$ cat config.mk
export PLATFORM = sky130hd
export DESIGN_NAME = frame_run_range_compressor
export DESIGN_NICKNAME = d
export VERILOG_FILES = /design/src/rtl/core/frc_pkg.sv /design/src/rtl/core/frame_run_range_compressor.sv /design/src/rtl/core/frc_run_tracker.sv /design/src/rtl/core/frc_result_queue.sv
export SDC_FILE = /design/constraint.sdc
export NUM_CORES = 1
export LEC_CHECK = 0
export BUFFER_PORTS_ARGS = -buffer_cell sky130_fd_sc_hd__buf_2
export CAP_MARGIN = 10
export CELL_PAD_IN_SITES_DETAIL_PLACEMENT = 0
export CELL_PAD_IN_SITES_GLOBAL_PLACEMENT = 2
export CORE_MARGIN = 8
export CORE_UTILIZATION = 40
export DETAILED_ROUTE_END_ITERATION = 12
export PLACE_DENSITY_LB_ADDON = 0.1
export SLEW_MARGIN = 20
export SYNTH_ARGS = -nofsm -noshare
export SYNTH_HDL_FRONTEND = slang
export SYNTH_SLANG_ARGS = --single-unit
$ cat constraint.sdc
create_clock -name clock -period 9.2 [get_ports clock]
set_input_delay 0.46 -clock clock [delete_from_list [all_inputs] [get_ports clock]]
set_output_delay 0.46 -clock clock [all_outputs]
set_load 0.05 [all_outputs]
$ cat src/rtl/core/frc_pkg.sv
// ----------------------------------------------------------------------------
// frc_pkg
// Shared types and constants for the frame run range compressor: run
// direction codes, the result record and the push bundle between the run
// tracker and the result queue.
// ----------------------------------------------------------------------------
package frc_pkg;

   localparam int FRAME_WIDTH = 64;

   // Result queue sizing: two slots per request plus room to drain
   localparam int QUEUE_DEPTH       = 4;
   localparam int QUEUE_PTR_WIDTH   = $clog2(QUEUE_DEPTH);
   localparam int QUEUE_COUNT_WIDTH = $clog2(QUEUE_DEPTH + 1);

   // Number of results one request may produce
   localparam logic [1:0] PUSH_NONE = 2'd0;
   localparam logic [1:0] PUSH_ONE  = 2'd1;
   localparam logic [1:0] PUSH_TWO  = 2'd2;

   // Limits of the signed frame range, as raw bits
   localparam logic [FRAME_WIDTH-1:0] FRAME_TOP    = {1'b0, {(FRAME_WIDTH-1){1'b1}}};
   localparam logic [FRAME_WIDTH-1:0] FRAME_BOTTOM = {1'b1, {(FRAME_WIDTH-1){1'b0}}};

   typedef enum logic [1:0] {
      DIR_NONE = 2'd0,
      DIR_UP   = 2'd1,
      DIR_DOWN = 2'd2
   } dir_type;

   typedef struct packed {
      logic signed [FRAME_WIDTH-1:0] first;
      logic signed [FRAME_WIDTH-1:0] last;
      logic                          final_run;
   } run_type;

   typedef struct packed {
      logic [1:0] count;
      run_type    run0;
      run_type    run1;
   } push_type;

endpackage

$ cat src/rtl/core/frame_run_range_compressor.sv
// ----------------------------------------------------------------------------
// frame_run_range_compressor
// Output: a closed run is registered in the result queue and shown on rsp_
// once older runs are taken. Throughput: one request per cycle while two slots
// are free; a four-slot result queue holds both runs of a request for rsp_.
// Reset: synchronous; clears the open run and empties the result queue.
// ----------------------------------------------------------------------------
module frame_run_range_compressor
   import frc_pkg::*;
(
   input  logic                          clock,
   input  logic                          reset,
   input  logic                          req_valid,
   output logic                          req_ready,
   input  logic signed [FRAME_WIDTH-1:0] req_frame,
   input  logic                          req_end_of_list,
   output logic                          rsp_valid,
   input  logic                          rsp_ready,
   output logic signed [FRAME_WIDTH-1:0] rsp_run_first,
   output logic signed [FRAME_WIDTH-1:0] rsp_run_last,
   output logic                          rsp_final_run
);

   push_type push;
   run_type  out_run;
   logic     space;

   assign req_ready = space;

   // Track the open run
   frc_run_tracker u_tracker (
      .clock       (clock),
      .reset       (reset),
      .accept      (req_valid && space),
      .frame       (req_frame),
      .end_of_list (req_end_of_list),
      .push        (push)
   );

   // Queue finished runs for the response side
   frc_result_queue u_queue (
      .clock     (clock),
      .reset     (reset),
      .push      (push),
      .space     (space),
      .out_valid (rsp_valid),
      .out_ready (rsp_ready),
      .out_run   (out_run)
   );

   assign rsp_run_first = out_run.first;
   assign rsp_run_last  = out_run.last;
   assign rsp_final_run = out_run.final_run;

endmodule

$ cat src/rtl/core/frc_run_tracker.sv
// ----------------------------------------------------------------------------
// frc_run_tracker
// Holds the open run and classifies each accepted frame against the previous
// one. Produces zero, one or two finished runs per request, combinationally.
// ----------------------------------------------------------------------------
module frc_run_tracker
   import frc_pkg::*;
(
   input  logic                          clock,
   input  logic                          reset,
   input  logic                          accept,
   input  logic signed [FRAME_WIDTH-1:0] frame,
   input  logic                          end_of_list,
   output push_type                      push
);

   logic [FRAME_WIDTH-1:0] prev_ff, prev_in;
   logic [FRAME_WIDTH-1:0] start_ff, start_in;
   dir_type                dir_ff, dir_in;
   logic                   have_ff, have_in;

   logic [FRAME_WIDTH-1:0] frame_bits;
   dir_type                step;
   logic                   extend;
   logic                   broken;

   assign frame_bits = frame;

   // Classify the step from the previous frame; overflow at the limits is a gap
   always_comb begin
      if (prev_ff != FRAME_TOP && prev_ff + FRAME_WIDTH'(1) == frame_bits) begin
         step = DIR_UP;
      end else if (prev_ff != FRAME_BOTTOM && prev_ff - FRAME_WIDTH'(1) == frame_bits) begin
         step = DIR_DOWN;
      end else begin
         step = DIR_NONE;
      end
   end

   assign extend = (step != DIR_NONE) && (dir_ff == DIR_NONE || dir_ff == step);
   assign broken = have_ff && !extend;

   // Build the finished runs: broken run first, flushed final run second
   always_comb begin
      push.count          = PUSH_NONE;
      push.run0.first     = start_ff;
      push.run0.last      = prev_ff;
      push.run0.final_run = 1'b0;
      push.run1.first     = frame;
      push.run1.last      = frame;
      push.run1.final_run = 1'b1;
      if (accept) begin
         if (broken) begin
            push.count = end_of_list ? PUSH_TWO : PUSH_ONE;
         end else if (end_of_list) begin
            push.count          = PUSH_ONE;
            push.run0.first     = have_ff ? start_ff : frame_bits;
            push.run0.last      = frame;
            push.run0.final_run = 1'b1;
         end
      end
   end

   // Advance the open run; a flush returns to the reset state
   always_comb begin
      prev_in  = prev_ff;
      start_in = start_ff;
      dir_in   = dir_ff;
      have_in  = have_ff;
      if (accept) begin
         if (end_of_list) begin
            prev_in  = '0;
            start_in = '0;
            dir_in   = DIR_NONE;
            have_in  = 1'b0;
         end else if (!have_ff || broken) begin
            prev_in  = frame_bits;
            start_in = frame_bits;
            dir_in   = DIR_NONE;
            have_in  = 1'b1;
         end else begin
            prev_in  = frame_bits;
            dir_in   = step;
         end
      end
   end

   always_ff @(posedge clock) begin
      if (reset) begin
         prev_ff  <= '0;
         start_ff <= '0;
         dir_ff   <= DIR_NONE;
         have_ff  <= 1'b0;
      end else begin
         prev_ff  <= prev_in;
         start_ff <= start_in;
         dir_ff   <= dir_in;
         have_ff  <= have_in;
      end
   end

endmodule

$ cat src/rtl/core/frc_result_queue.sv
// ----------------------------------------------------------------------------
// frc_result_queue
// Small result queue: takes up to two runs per cycle, hands out one per cycle
// if taken, from a registered slot. Ready for requests while two slots are free.
// ----------------------------------------------------------------------------
module frc_result_queue
   import frc_pkg::*;
(
   input  logic      clock,
   input  logic      reset,
   input  push_type  push,
   output logic      space,
   output logic      out_valid,
   input  logic      out_ready,
   output run_type   out_run
);

   run_type                      slots_ff [QUEUE_DEPTH];
   logic [QUEUE_PTR_WIDTH-1:0]   wr_ptr_ff, wr_ptr_in;
   logic [QUEUE_PTR_WIDTH-1:0]   rd_ptr_ff, rd_ptr_in;
   logic [QUEUE_COUNT_WIDTH-1:0] count_ff, count_in;
   logic                         pop;

   assign space     = count_ff <= QUEUE_COUNT_WIDTH'(QUEUE_DEPTH - 2);
   assign out_valid = count_ff != '0;
   assign out_run   = slots_ff[rd_ptr_ff];
   assign pop       = out_valid && out_ready;

   // Advance pointers and fill level
   always_comb begin
      wr_ptr_in = wr_ptr_ff + QUEUE_PTR_WIDTH'(push.count);
      rd_ptr_in = pop ? rd_ptr_ff + QUEUE_PTR_WIDTH'(1) : rd_ptr_ff;
      count_in  = count_ff + QUEUE_COUNT_WIDTH'(push.count)
                  - QUEUE_COUNT_WIDTH'(pop);
   end

   always_ff @(posedge clock) begin
      if (reset) begin
         wr_ptr_ff <= '0;
         rd_ptr_ff <= '0;
         count_ff  <= '0;
      end else begin
         wr_ptr_ff <= wr_ptr_in;
         rd_ptr_ff <= rd_ptr_in;
         count_ff  <= count_in;
      end
   end

   // Store the pushed runs in order
   always_ff @(posedge clock) begin
      if (push.count != PUSH_NONE) begin
         slots_ff[wr_ptr_ff] <= push.run0;
      end
      if (push.count == PUSH_TWO) begin
         slots_ff[wr_ptr_ff + QUEUE_PTR_WIDTH'(1)] <= push.run1;
      end
   end

endmodule

==> results of run 1 <==
[stage by stage]
stage	hold slack, ns	area, µm²	cells	setup WS [ns]
finish	0.216	38100	3839	1.76
global route	0.179	38100	3833	1.27
floorplan	0.427	34200	2653	2.04
global placement	0.439	35600	3687	1.00
CTS	0.177	38100	3831	1.75
detailed placement	0.445	35600	3689	1.85
[area by class of cell]
cell class                      count  area share
Tap cell                         1144      0.0375
Clock buffer                      117      0.0595
Antenna cell                        6    0.000394
Timing Repair Buffer              244      0.0398
Sequential cell                   656       0.479
Multi-Input combinational cell   1625       0.377
Inverter                           22     0.00216
Clock inverter                     25     0.00472
[sequential cells by signal, summed over array words and instances, names as in the netlist, named ones only]
register / flops
u_tracker.dir_ff: 2
u_tracker.have_ff: 1
u_queue.count_ff: 3
u_queue.wr_ptr_ff: 2
u_tracker.start_ff: 64
u_tracker.prev_ff: 64
u_queue.rd_ptr_ff: 2
u_queue.slots_ff: 516
[worst max-delay path: cells and delay by family (launching register included)]
kind                     cells  cell delay, ns
flip-flops                   1            0.74
AO/OA/AOI/OAI                4            1.56
buffers and inverters        2            0.42
XOR/XNOR                     1            0.31
adder cells (fa/ha/maj)      1            0.26
AND/OR/NAND/NOR             10            3.94
[cell usage in the layout, fill, tap and decap left out, types with 44 or more instances in the layout]
cell type and count:
edfxtp_1 512, a32o_1 256, nor2_1 54, a22o_1 320
clkbuf_16 79, a21oi_1 80, nand4_1 52, dfxtp_1 142
nor3_1 48, nand3b_1 64, buf_2 199, mux4_2 129
nor4_1 44, nand3_1 52, nand2_1 117, xor2_1 54
xnor2_1 83
[power by group]
group          total, µW  switching, µW  leakage, µW  internal, µW
clock               2970           1230      0.00119          1730
sequential          3710            238      0.00616          3470
combinational       3380           2400      0.00519           982
[routing by layer]
metal / GRT usage / vias up / routed length [µm]
li1: - / 10800 / -
met1: 0.322 / 13100 / 49400
met2: 0.408 / 1033 / 58600
met3: 0.0424 / 198 / 7880
met4: 0.0874 / 6 / 4010
met5: 0 / - / 41
[worst max path at each step]
stage / start / end / slack, ns / cells past startpoint
finish: u_tracker.prev_ff[11] / u_queue.slots_ff[2][31] / 1.76 / 18
global route: u_tracker.prev_ff[3] / u_queue.slots_ff[2][32] / 1.27 / 18
CTS: u_tracker.prev_ff[3] / u_queue.slots_ff[2][31] / 1.75 / 18
detailed placement: u_tracker.prev_ff[5] / u_queue.slots_ff[2][32] / 1.85 / 18
global placement: u_tracker.prev_ff[5] / u_queue.slots_ff[2][34] / 1.00 / 18
floorplan: u_tracker.prev_ff[0] / u_queue.slots_ff[3][100] / 2.04 / 18
[cells by family after synthesis]
| family | synth area share |
|---|---|
| fa+ha+maj | 0.00380 |
| mux | 0.0865 |
| xor+xnor | 0.0351 |
| simple gates | 0.0966 |
| buf+inv | 0.0505 |
| flops | 0.534 |
| compound gates | 0.194 |
==> metrics.yaml, run 1 <==
cts:
  holdBufCountCts: 0
  cts_buffers: 77
  post_cts_buffers: 0
  root_buffer: "clkbuf_16"
  htreeDepth: 3
  clock_path_buffers: 3
  clkSinkCount: 656
  clkTransAtPathRegs_ns: 0.06
  cts_resized: 0
  cts_tree: "done"
  clk_latency_ns: 0.62
drt:
  wl_um: 120000
  dr.pass1.iters: 6
  via_per_inst: 6.54
  routedWlPerCell_um: 31.3
  drt_iter0_drc: 2470
  drc: 0
  vias: 25100
  ant_nets: 0
cells_and_area:
  utilization: 0.449
  layout-drive-gt1-share: 0.203
  fillers: 7770
  final-seq-area_um2: 18300
  nets: 2704
  synthToLayoutAreaGrowth_pct: 11.5
  multi_input_area_um2: 14400
synth:
  synth-edff-count: 512
  synth_commonest_cells: "edfxtp_1 (512), a22o_1 (320), a32o_1 (256), clkbuf_1 (234), dfxtp_1 (144)"
  ys.flop_type: "edfxtp_1"
  synth_top_cell_area_share: 0.450
  synth_nets: 2731
  ys_async_sr_fraction: 0
  synth_area_leaders: "edfxtp_1 (45%), mux4_2 (8.5%), dfxtp_1 (8.4%)"
  yosys_register_bits: 656
  synth_warnings: 0
  syn-cell-area_um2: 34200
  yosys.area.top_type: "edfxtp_1"
  ys_types: 78
  syn_inst: 2653
  synth_most_common_cell: "edfxtp_1"
  yosysSeqAreaShare: 0.534
  avgSynthCellArea_um2: 12.9
power_and_ir_drop:
  p_total_uw: 10100
  ir_worst_vdd_v: 0.000170
  power_density_nw_per_um2: 264
  p_leak_uw: 0.0125
worst_hold_path:
  holdPathEnd: "u_tracker.prev_ff[0]"
  min_from: "reset"
  holdPathStages: 2
  hold_class: "in -> reg"
grt:
  grtUsageTotal: 0.245
  grt_max_degree: 257
  antenna_found_initial: 9
  grt_overflow: 0
  grt_pass1_vias: 25100
  grt_first_pass_wirelength_um: 175000
placement:
  portBuffers: 199
  gp_congestion: 0.892
  dp.final_hpwl_um: 71200
setup_path:
  cp_data_arrival_time_ns: 7.91
  reg2reg_setup_slack_ns: 1.76
  critPathKind: "reg -> reg"
  r2r-end: "u_queue.slots_ff[2][31]"
  path_max_fanout: 35
  r2r_cells: 18
  crit_chain: "nand4_1, or4_1, nor4_1, nand4_1, xnor2_1, nand4_1, nor4_1, a32oi_1, nand2_1, ha_1, nor2_1, inv_1, nand2_1, nand2_1, o21ai_4, a31o_2, buf_12, a32o_1"
  reg2reg_from: "u_tracker.prev_ff[11]"
  cp-start-kind: "register"
  required_ns: 9.67
  end_kind: "register"
  slowest_stage: "a31o_2"
  max_stage_delay_ns: 0.90
timing:
  tightest_slew_ns: 1.19
  finalSetupTns_ns: 0
  fin_crit_sh: 0.809
  fin_skew_ns: 0.0281
  fmaxAchievable_ghz: 0.134
  final_hold_viol_count: 0
  slew_viol_final: 0
  rsz0062_at_grt: "no"
  finalCriticalPeriod_ns: 7.44
  finalSetupViolCount: 0
  relSlewSlack: 0.198
floorplanning:
  die_h_um: 308
  initial_utilization: 0.402
  core_area_um2: 85000
  die-area_um2: 95100
  num_rows: 107
  die_w_um: 308
  io_pins: 200
flow_run:
  max_cap_violations: 0
run_status:
  status: "finished, final reports clean"
Note: power is estimated with default switching activity, not from simulation.
==> run 2, diff against run 1 <==
- CORE_UTILIZATION: 40 -> 39
- clock period: 9.2 -> 6.4 ns (I/O delays scaled with it)
==> run 2 against run 1 <==
Setup slack worse by 1.3 ns. Worst hold slack got worse by 0.17 ns. Routed wire length is 1.5% higher. Largest cell class unchanged. Sequential power is 42% higher. Cell area grew 3.7%. Flip-flop and latch count stayed put.
==> metrics.yaml, run 2 (synthesized netlist as in run 1, its figures left out) <==
timing:
  relSlewSlack: 0.345  # was 0.198
  finalSetupTns_ns: 0  # unchanged
  fin_crit_sh: 0.923  # was 0.809
  rsz0062_at_grt: "no"  # unchanged
  slew_viol_final: 0  # unchanged
  finalSetupViolCount: 0  # unchanged
  finalCriticalPeriod_ns: 5.91  # was 7.44 ns
  fin_skew_ns: 0.0307  # was 0.0281 ns
  final_hold_viol_count: 0  # unchanged
  fmaxAchievable_ghz: 0.169  # was 0.134 GHz
  tightest_slew_ns: 0.982  # was 1.19 ns
placement:
  portBuffers: 199  # unchanged
  gp_congestion: 0.938  # was 0.892
  dp.final_hpwl_um: 79000  # was 71200 µm
floorplanning:
  io_pins: 200  # unchanged
  initial_utilization: 0.394  # was 0.402
  die-area_um2: 97400  # was 95100 µm²
  die_w_um: 312  # was 308 µm
  num_rows: 108  # was 107
  core_area_um2: 86900  # was 85000 µm²
  die_h_um: 312  # was 308 µm
cts:
  clkTransAtPathRegs_ns: 0.06  # about the same
  htreeDepth: 3  # unchanged
  clock_path_buffers: 3  # unchanged
  cts_resized: 0  # unchanged
  holdBufCountCts: 0  # unchanged
  clk_latency_ns: 0.62  # about the same
  post_cts_buffers: 0  # unchanged
  cts_tree: "done"  # unchanged
  root_buffer: "clkbuf_16"  # unchanged
  clkSinkCount: 656  # unchanged
  cts_buffers: 75  # was 77
setup_path:
  path_max_fanout: 16  # was 35
  critPathKind: "reg -> reg"  # unchanged
  path_buf_inv: 3  # was 2
  cp_data_arrival_time_ns: 6.38  # was 7.91 ns
  slowest_stage: "dfxtp_1"  # was a31o_2
  required_ns: 6.87  # was 9.67 ns
  cp-start-kind: "register"  # unchanged
  max_stage_delay_ns: 0.76  # was 0.90 ns
  crit_chain: "nand4_1, nor4_1, nand4_1, xor2_1, or4_1, or4_4, nor4_4, a32oi_1, nand2_1, ha_1, nor2_1, inv_1, ha_1, inv_1, ha_1, inv_1, fa_1, xnor2_1, xnor2_1, nor2_1"  # was nand4_1, or4_1, nor4_1, nand4_1, xnor2_1, nand4_1, nor4_1, a32oi_1, nand2_1, ha_1, nor2_1, inv_1, nand2_1, nand2_1, o21ai_4, a31o_2, buf_12, a32o_1
  worst_path_dominant_cell_family: "simple AND/OR/NAND/NOR gates"  # unchanged
  end_kind: "register"  # unchanged
cells_and_area:
  utilization: 0.455  # was 0.449
  final_cell_mix: "edfxtp_1 (512), a22o_1 (320), a32o_1 (256), buf_2 (199), dfxtp_1 (142)"  # unchanged
  reg_top3: "u_queue.slots_ff: 516 flops, u_tracker.prev_ff: 64 flops, u_tracker.start_ff: 64 flops"  # unchanged
  layout-drive-gt1-share: 0.239  # was 0.203
  largest_reg_flops: 516  # unchanged
  nets: 2821  # was 2704
  top_register: "u_queue.slots_ff"  # unchanged
  synthToLayoutAreaGrowth_pct: 15.7  # was 11.5%
  final_common_cell: "edfxtp_1"  # unchanged
  fillers: 7890  # was 7770
power_and_ir_drop:
  p_leak_uw: 0.0133  # was 0.0125 µW
  ir_worst_vdd_v: 0.000254  # was 0.000170 V
  power_density_nw_per_um2: 375  # was 264 nW/µm²
drt:
  vias: 25600  # was 25100
  drt_iter0_drc: 2666  # was 2470
  drc: 0  # unchanged
  dr.pass1.iters: 6  # unchanged
  via_per_inst: 6.47  # was 6.54
  routedWlPerCell_um: 30.7  # was 31.3 µm
  wl_um: 122000  # was 120000 µm
  ant_nets: 0  # unchanged
grt:
  grtUsageTotal: 0.241  # was 0.245
  grt_pass1_vias: 26100  # was 25100
  grt_max_degree: 193  # was 257
  antenna_found_initial: 4  # was 9
  grt_overflow: 0  # unchanged
  grt_first_pass_wirelength_um: 180000  # was 175000 µm
run_status:
  status: "finished, final reports clean"  # unchanged
flow_run:
  max_cap_violations: 0  # unchanged
worst_hold_path:
  hold_class: "in -> reg"  # unchanged
run 2: cell types whose count changed in the layout (fill, tap and decap cells not counted), sizes merged:
cell      before  now
bufinv         1    8
clkinvlp       2    1
clkinv        20   26
buf          244  363
diode          6    2
clkbuf       117  101
run 2: final cells by class:
type	count	area [µm²]	area share
clock inverter	37	424	0.0107
sequential	656	18300	0.462
multi-input combinational	1625	14400	0.364
antenna	2	5.00	0.000126
clock buffer	101	2120	0.0535
inverter	22	82.6	0.00209
timing repair buffer	363	2830	0.0715
tap	1155	1450	0.0365
run 2: path summary, 6_finish.rpt:
check                                             to  cells past startpoint  slack (ns)             startpoint
worst max register to register   u_queue.count_ff[2]                     20        0.49  u_tracker.prev_ff[18]
worst min register to register   u_tracker.dir_ff[0]                      2        0.45    u_tracker.dir_ff[0]
worst min-delay path            u_tracker.prev_ff[0]                      2        0.05                  reset
worst max-delay path             u_queue.count_ff[2]                     20        0.49  u_tracker.prev_ff[18]
run 2: worst register-to-register path, stage by stage (launching register included):
cell,delay [ns]
dfxtp_1,0.76
nand4_1,0.37
nor4_1,0.69
nand4_1,0.20
xor2_1,0.18
or4_1,0.48
or4_4,0.58
nor4_4,0.31
a32oi_1,0.19
nand2_1,0.14
ha_1,0.25
nor2_1,0.20
inv_1,0.11
ha_1,0.28
inv_1,0.06
ha_1,0.13
inv_1,0.05
fa_1,0.43
xnor2_1,0.19
xnor2_1,0.14
nor2_1,0.05
run 2: stage by stage:
| step | hold slack, ns | setup WS, ns | std cells | instance area [µm²] | power (µW) |
|---|---|---|---|---|---|
| final | 0.0506 | 0.492 | 3961 | 39600 | 14800 |
| after global routing | 0.0297 | 0.102 | 3959 | 39600 | 15400 |
| after CTS | 0.0222 | 0.281 | 3959 | 39600 | 15000 |
| after detailed placement | 0.447 | 0.286 | 3821 | 37000 | 10500 |
| after global placement | 0.441 | 0.208 | 3821 | 37000 | 10500 |
| after floorplan | 0.427 | 0.447 | 2653 | 34200 | 8880 |
run 2: per-layer routing:
layer	track usage	routed length [µm]
met3	0.0385	7690
met4	0.0741	3560
met2	0.409	60200
met5	0	27
met1	0.315	50200
run 2: where the power goes:
group          switching, µW  total (µW)  internal (µW)
registers                278        5260           4990
clock network           1780        4440           2660
logic                   3550        5140           1590
total                   5610       14800           9230
